$ cat src/rtl/spectrum_bar_graph_renderer_defines.svh
// Assertion helpers for the spectrum bar graph renderer.
// Both expect clk_i and rst_ni in the scope of use.
`ifndef SPECTRUM_BAR_GRAPH_RENDERER_DEFINES_SVH
`define SPECTRUM_BAR_GRAPH_RENDERER_DEFINES_SVH

// same-cycle implication
`define SBGR_ASSERT_IMP(label, ante, cons) \
  label: assert property (@(posedge clk_i) disable iff (!rst_ni) (ante) |-> (cons)) \
    else $error("sbgr: check failed");

// next-cycle implication
`define SBGR_ASSERT_NXT(label, ante, cons) \
  label: assert property (@(posedge clk_i) disable iff (!rst_ni) (ante) |=> (cons)) \
    else $error("sbgr: check failed");

`endif

$ cat src/rtl/sbgr_pkg.sv
package sbgr_pkg;

  localparam int MAX_BINS_DEF      = 1024;
  localparam int MAX_WIDTH_DEF     = 1024;
  localparam int CURVE_ENTRIES_DEF = 1024;

  localparam int CFG_W     = 11;
  localparam int CFG_IDX_W = 3;

  // divider operand widths: level dividend is sum * 0.8 scale (45 bits)
  localparam int DIV_NUM_W = 45;
  localparam int DIV_DEN_W = 14;

  localparam logic [15:0] SCALE_080  = 16'd52429;
  localparam logic [15:0] FULL_SCALE = 16'd32768;

  typedef enum logic [CFG_IDX_W-1:0] {
    CFG_BIN_COUNT      = 3'd0,
    CFG_CHANNEL_COUNT  = 3'd1,
    CFG_DRAW_MODE      = 3'd2,
    CFG_AREA_WIDTH     = 3'd3,
    CFG_AREA_HEIGHT    = 3'd4,
    CFG_HORIZONTAL_LOG = 3'd5,
    CFG_VERTICAL_LOG   = 3'd6
  } cfg_idx_e;

  typedef struct packed {
    logic                 start;
    logic [DIV_NUM_W-1:0] num;
    logic [DIV_DEN_W-1:0] den;
  } div_req_t;

  typedef struct packed {
    logic                 busy;
    logic                 done;
    logic [DIV_NUM_W-1:0] quot;
  } div_rsp_t;

endpackage

$ cat src/rtl/sbgr_div.sv
module sbgr_div import sbgr_pkg::*; (
  input  logic     clk_i,
  input  logic     rst_ni,
  input  div_req_t req_i,
  output div_rsp_t rsp_o
);

  localparam int CNT_W = $clog2(DIV_NUM_W + 1);

  logic [CNT_W-1:0]     cnt_q, cnt_d;
  logic                 done_q, done_d;
  logic [DIV_NUM_W-1:0] quot_q, quot_d;
  logic [DIV_DEN_W-1:0] rem_q, rem_d;
  logic [DIV_DEN_W-1:0] den_q, den_d;
  logic [DIV_DEN_W+1:0] diff;

  // restoring division, one quotient bit per cycle
  assign diff = {1'b0, rem_q, quot_q[DIV_NUM_W-1]} - {2'b00, den_q};

  always_comb begin
    cnt_d  = cnt_q;
    done_d = 1'b0;
    quot_d = quot_q;
    rem_d  = rem_q;
    den_d  = den_q;
    if (req_i.start) begin
      cnt_d  = CNT_W'(DIV_NUM_W);
      quot_d = req_i.num;
      rem_d  = '0;
      den_d  = req_i.den;
    end else if (cnt_q != '0) begin
      cnt_d = cnt_q - 1'b1;
      if (!diff[DIV_DEN_W+1]) begin
        rem_d  = diff[DIV_DEN_W-1:0];
        quot_d = {quot_q[DIV_NUM_W-2:0], 1'b1};
      end else begin
        rem_d  = {rem_q[DIV_DEN_W-2:0], quot_q[DIV_NUM_W-1]};
        quot_d = {quot_q[DIV_NUM_W-2:0], 1'b0};
      end
      done_d = (cnt_q == CNT_W'(1));
    end
  end

  always_ff @(posedge clk_i or negedge rst_ni) begin
    if (!rst_ni) begin
      cnt_q  <= '0;
      done_q <= 1'b0;
    end else begin
      cnt_q  <= cnt_d;
      done_q <= done_d;
    end
  end

  always_ff @(posedge clk_i) begin
    quot_q <= quot_d;
    rem_q  <= rem_d;
    den_q  <= den_d;
  end

  assign rsp_o.busy = (cnt_q != '0);
  assign rsp_o.done = done_q;
  assign rsp_o.quot = quot_q;

endmodule

$ cat config.mk
export PLATFORM = sky130hd
export DESIGN_NAME = sbgr_div
export DESIGN_NICKNAME = d
export VERILOG_FILES = /design/src/rtl/spectrum_bar_graph_renderer_defines.svh /design/src/rtl/sbgr_pkg.sv /design/src/rtl/sbgr_div.sv
export SDC_FILE = /design/constraint.sdc
export NUM_CORES = 1
export LEC_CHECK = 0
export BUFFER_PORTS_ARGS = -buffer_cell sky130_fd_sc_hd__buf_2
export CORE_MARGIN = 2
export CORE_UTILIZATION = 35
export CTS_BUF_LIST = sky130_fd_sc_hd__clkbuf_16
export CTS_CLUSTER_DIAMETER = 80
export DETAILED_ROUTE_END_ITERATION = 12
export HOLD_SLACK_MARGIN = 0.1
export PLACE_DENSITY = 0.66
export SLEW_MARGIN = 40
export SYNTH_ARGS = -nofsm -noshare
export SYNTH_HDL_FRONTEND = slang
export SYNTH_SLANG_ARGS = --single-unit
$ cat constraint.sdc
create_clock -name clk_i -period 3 [get_ports clk_i]
set_input_delay 0.75 -clock clk_i [delete_from_list [all_inputs] [get_ports clk_i]]
set_output_delay 0.75 -clock clk_i [all_outputs]
set_load 0.05 [all_outputs]
==> flow_summary.json, run 1 <==
{
  "pwr_density_cell_nw_per_um2": 785,
  "pre_cts_ws_ns": 0.471,
  "path_max_fanout": 15,
  "clk_latency_ns": 0.34,
  "synth_cell_types": 52,
  "grt_setup_unrepaired": "false",
  "detail_route.first_pass.iterations": 6,
  "grt_start_max_net_pins": 46,
  "drive_above_1_share_pct": 40.9,
  "grt_use_total_pct": 15.2,
  "finalSetupTns_ns": 0,
  "nets": 514,
  "io_pins": 109,
  "rows": 39,
  "setup_slack_ns": 0.450,
  "finClkSkew_ns": 0.0100,
  "post-cts-setup-buffers": 0,
  "gp_congestion": 0.871,
  "vias": 2981,
  "crit_path_start_kind": "flop",
  "p_switching_w": 0.00140,
  "diodes": 0,
  "drv_cap": 0,
  "die_width_um": 111,
  "vias_per_cell": 5.11,
  "ctsResizeCount": 0,
  "rr_worst_depth": 7,
  "cts_hold_buf": 0,
  "drt-total-wl_um": 9140,
  "syn-cell-area_sq_um": 4020,
  "swShare_pct": 35.7,
  "htree_levels": 3,
  "slew_headroom_pct": 60.8,
  "status": "finished clean",
  "clkPwrFrac_pct": 27.9,
  "synth_edf_count": 59,
  "drc": 0,
  "clockBufferDepth": 2,
  "fin_crit_ns": 2.55,
  "ff_latch_area_sq_um": 2230,
  "fill_cells": 1090,
  "cts-root-buf": "clkbuf_16",
  "power_frac_comb_pct": 34.3,
  "wl_per_cell_um": 15.7,
  "netlist_instances": 326,
  "timing.fmax_ghz": 0.392,
  "cts_inserted_buffers": 9,
  "seq_power_share_pct": 37.9,
  "first_iter_violations": 154,
  "multi_input_area_sq_um": 1630,
  "final_max_slew_viol_count": 0,
  "grt_pass1_wl_um": 14800,
  "endpoint_kind": "flop",
  "cp.required_ns": 3.09,
  "p_int_w": 0.00252,
  "synth-main-ff-cell": "edfxtp_1",
  "crit_arrival_ns": 2.64,
  "numPortBuffers": 108,
  "holdCritPathClass": "in -> async",
  "path_class": "reg -> reg",
  "synth_warnings": 0,
  "antenna_found_initial": 0,
  "p_leak_nw": 2.13,
  "async_flop_share_pct": 8.75,
  "ys_ff_latch": 80,
  "peakVddDrop_uv": 491,
  "syn_area_per_cell_sq_um": 12.3,
  "grt_pass1_vias": 3095,
  "path_clk_slew_ns": 0.06,
  "final-hold-violation-count": 0,
  "die_h_um": 111,
  "core_area_sq_um": 11300,
  "syn_nets": 405,
  "dpl.hpwl_um": 6420,
  "grt-ovfl-total": 0,
  "seq_area_frac_synth_pct": 55.4,
  "post-route-period-util_pct": 85.0,
  "tightest_slew_ns": 0.588,
  "die_area_sq_um": 12400,
  "final_antenna_net_count": 0,
  "hold_ws_ns": 0.238,
  "reg2reg_slack_ns": 0.45,
  "syn_to_final_growth_pct": 24.1,
  "initial_core_util_pct": 35.5,
  "fin_util_pct": 44.0,
  "cts.sinks": 80,
  "setup_violations": 0,
  "cts_tree": "yes"
}
## routing by layer
layer	track usage, %	wire [um]
met1	18.1	3920
met2	24.4	4320
met3	5.36	759
met4	7.41	150
met5	0	0
## cell usage in the layout, fill, tap and decap left out, types with 4 or more instances in the layout
cell type	n
buf_2	108
ha_1	16
nor2_1	20
and3_1	4
edfxtp_1	59
xnor2_1	8
dfrtp_1	7
inv_1	20
a21oi_1	15
clkbuf_16	9
dfxtp_1	14
nor3_1	14
nand2_1	17
mux2_2	45
nand2b_1	4
o21a_1	4
o21ai_0	8
buf_4	6
xor2_1	5
nor4_1	7
## Yosys cell counts (all sizes together) (4+ instances only)
library cell  number  area (sq um)
dfxtp             14           280
mux2              45           507
a211oi             4          42.5
a21o               4          31.3
o21a               4          30.0
nand2             18          67.6
o21ai              8          40.0
ha                16           200
nand2b             4          25.0
and3               4          25.0
buf                9          66.3
inv               20          75.1
xor2               5          43.8
dfrtp              7           175
nor2              20          75.1
nor3              14          70.1
a21oi             15          75.1
xnor2              8          70.1
nor4               7          43.8
clkbuf             7          26.3
edfxtp            59          1770
## state kept, by name (all words and copies together), names as in the netlist
signal / count
cnt_q: 6
den_q: 14
done_q: 1
quot_q: 45
rem_q: 14
## stage by stage
step	total power (W)	cell area (sq um)	instances
after floorplan	0.00258	4020	326
after global placement	0.00280	4690	567
after detailed placement	0.00283	4690	567
after CTS	0.00393	4990	583
after global routing	0.00414	4990	583
final	0.00392	4990	583
## layout make-up
type / count / share of cell area [%]
Sequential cell: 80 / 44.7
Multi-Input combinational cell: 210 / 32.6
Timing Repair Buffer: 114 / 11.7
Clock buffer: 9 / 4.52
Tap cell: 143 / 3.59
Inverter: 20 / 1.51
Clock inverter: 7 / 1.38
## worst paths after layout
path	startpoint	to
setup / recovery	den_q[12]	quot_q[0]
hold / removal	rst_ni	cnt_q[0]
setup reg to reg	den_q[12]	quot_q[0]
hold reg to reg	rem_q[8]	rem_q[8]
max in group asynchronous	rst_ni	cnt_q[2]
min in group clk_i	rem_q[8]	rem_q[8]
## power by group through the flow
stage               clock [W]  sequential, W  combinational [W]
finish                0.00109        0.00148            0.00134
global route          0.00117        0.00151            0.00147
CTS                   0.00111        0.00148            0.00134
detailed placement          0        0.00150            0.00133
global placement            0        0.00150            0.00131
floorplan                   0        0.00173           0.000846
## kinds of logic after synthesis
family,Yosys count,synth area share [%]
AND/OR/NAND/NOR,80,9.81
flip-flops,80,55.4
AO/OA/AOI/OAI,55,9.66
multiplexers,45,12.6
buffers and inverters,36,4.17
adder cells (fa/ha/maj),17,5.48
XOR/XNOR,13,2.83
## worst max-delay path, stage by stage (launching register included)
cell      delay (ns)
edfxtp_1        0.38
inv_1           0.07
ha_1            0.26
a21o_1          0.21
a211oi_1        0.30
o21ai_0         0.23
or2_1           0.48
mux2_2          0.37
(Power assumes the default switching activity.)
==> run 2, diff against run 1 <==
- clock period: 3 -> 2.55 ns (I/O delays scaled with it)
==> flow_summary.json, run 2 (same netlist as run 1, synthesis figures left out) <==
{
  "nets": 518,
  "rr_startpoint": "quot_q[44]",
  "core_area_sq_um": 11300,
  "detail_route.first_pass.iterations": 6,
  "final_max_slew_viol_count": 0,
  "die_h_um": 111,
  "fill_cells": 1064,
  "peakVddDrop_uv": 469,
  "htree_levels": 3,
  "drc": 0,
  "holdCritPathClass": "in -> async",
  "multi_input_area_sq_um": 1630,
  "path_max_fanout": 12,
  "clk_latency_ns": 0.35,
  "r2r_end": "rem_q[12]",
  "drive_above_1_share_pct": 41.7,
  "fin_util_pct": 44.6,
  "fin_crit_ns": 2.41,
  "grt-ovfl-total": 0,
  "crit_arrival_ns": 1.77,
  "pwr_density_cell_nw_per_um2": 947,
  "largest_reg_flops": 45,
  "first_iter_violations": 166,
  "crit_path_start_kind": "flop",
  "io_pins": 109,
  "grt_pass1_vias": 3024,
  "grt_use_total_pct": 15.3,
  "diodes": 0,
  "slew_headroom_pct": 61.5,
  "p_leak_nw": 2.16,
  "path_clk_slew_ns": 0.06,
  "cts_inserted_buffers": 9,
  "grt_start_max_net_pins": 46,
  "ff_latch_area_sq_um": 2230,
  "die_width_um": 111,
  "endpoint_kind": "output pin",
  "final_common_cell": "buf_2",
  "numPortBuffers": 108,
  "tightest_slew_ns": 0.578,
  "cts.sinks": 80,
  "clockBufferDepth": 2,
  "most-common-layout-cells": "buf_2 (108), edfxtp_1 (59), mux2_2 (45)",
  "cp-startpoint": "cnt_q[0]",
  "cp.required_ns": 1.91,
  "drv_cap": 0,
  "cts-root-buf": "clkbuf_16",
  "cts_tree": "yes",
  "post-route-period-util_pct": 94.4,
  "wl_per_cell_um": 15.3,
  "drt-total-wl_um": 9000,
  "rr_worst_depth": 9,
  "vias_per_cell": 5.07,
  "dpl.hpwl_um": 6460,
  "rows": 39,
  "setup_violations": 0,
  "syn_to_final_growth_pct": 25.5,
  "status": "finished clean",
  "timing.fmax_ghz": 0.415,
  "final_area_sq_um": 5040,
  "path_class": "reg -> out",
  "die_area_sq_um": 12400,
  "top_register": "quot_q",
  "initial_core_util_pct": 35.5,
  "hold_ws_ns": 0.112,
  "post-cts-setup-buffers": 0,
  "largestRegisters": "quot_q x45, den_q x14, rem_q x14",
  "place_area_sq_um": 4720,
  "finalSetupTns_ns": 0,
  "grt_pass1_wl_um": 15000,
  "antenna_found_initial": 0,
  "vias": 2975,
  "final-hold-violation-count": 0,
  "gp_congestion": 0.898,
  "reg2reg_slack_ns": 0.21,
  "finClkSkew_ns": 0.00423,
  "grt_setup_unrepaired": "false",
  "final_antenna_net_count": 0,
  "crit_end": "rsp_o[46]"
}
-- run 2: cell count changes in the layout (fill, tap and decap cells not counted), sizes merged --
cell	before	now
inv	22	21
buf	114	118
bufinv	1	2
-- run 2: final cells by class --
class,instances,share of cell area (%)
Sequential cell,80,44.2
Clock inverter,7,1.74
Tap cell,143,3.55
Timing Repair Buffer,118,12.2
Clock buffer,9,4.47
Inverter,20,1.49
Multi-Input combinational cell,210,32.4
-- run 2: power breakdown --
| group | total, W | internal (W) | switching (W) |
|---|---|---|---|
| sequential | 0.00174 | 0.00161 | 0.000129 |
| combinational | 0.00167 | 0.000665 | 0.00100 |
| clock | 0.00137 | 0.000848 | 0.000518 |
| total | 0.00478 | 0.00313 | 0.00165 |
-- run 2: what timing repair did --
item,CTS,global route
setup endpoints to repair,1,1
hold buffers,0,0
resized for setup,2,1
cloned,0,0
-- run 2: metrics by stage --
step / std cells / power [W] / setup WS (ns)
finish: 587 / 0.00478 / 0.142
detailed placement: 571 / 0.00340 / 0.119
global placement: 571 / 0.00339 / 0.250
floorplan: 326 / 0.00303 / 0.0457
CTS: 587 / 0.00479 / 0.0988
global route: 587 / 0.00505 / 0.00734
-- run 2: worst min path at each step --
| stage | from | endpoint | slack (ns) |
|---|---|---|---|
| 2_1_floorplan | rst_ni | cnt_q[0] | 0.34 |
| 3_3_place_gp | rem_q[8] | rem_q[8] | 0.47 |
| 3_5_place_dp | rst_ni | done_q | 0.48 |
| 4_1_cts | rst_ni | cnt_q[0] | 0.11 |
| 5_1_grt | rst_ni | cnt_q[0] | 0.12 |
| 6_report | rst_ni | cnt_q[0] | 0.11 |
-- run 2: layer usage --
layer	global-route usage [%]	vias up	wire, um
li1	-	1435	-
met1	19.1	1412	4020
met2	24.0	116	4090
met3	4.92	12	697
met4	7.41	0	202
met5	0	-	0
-- run 2: critical path, cell delays in order, from the launching register on --
cell and delay [ns]:
dfrtp_1 0.37, inv_1 0.09, ha_1 0.29, and2_0 0.19
inv_2 0.18, buf_2 0.30
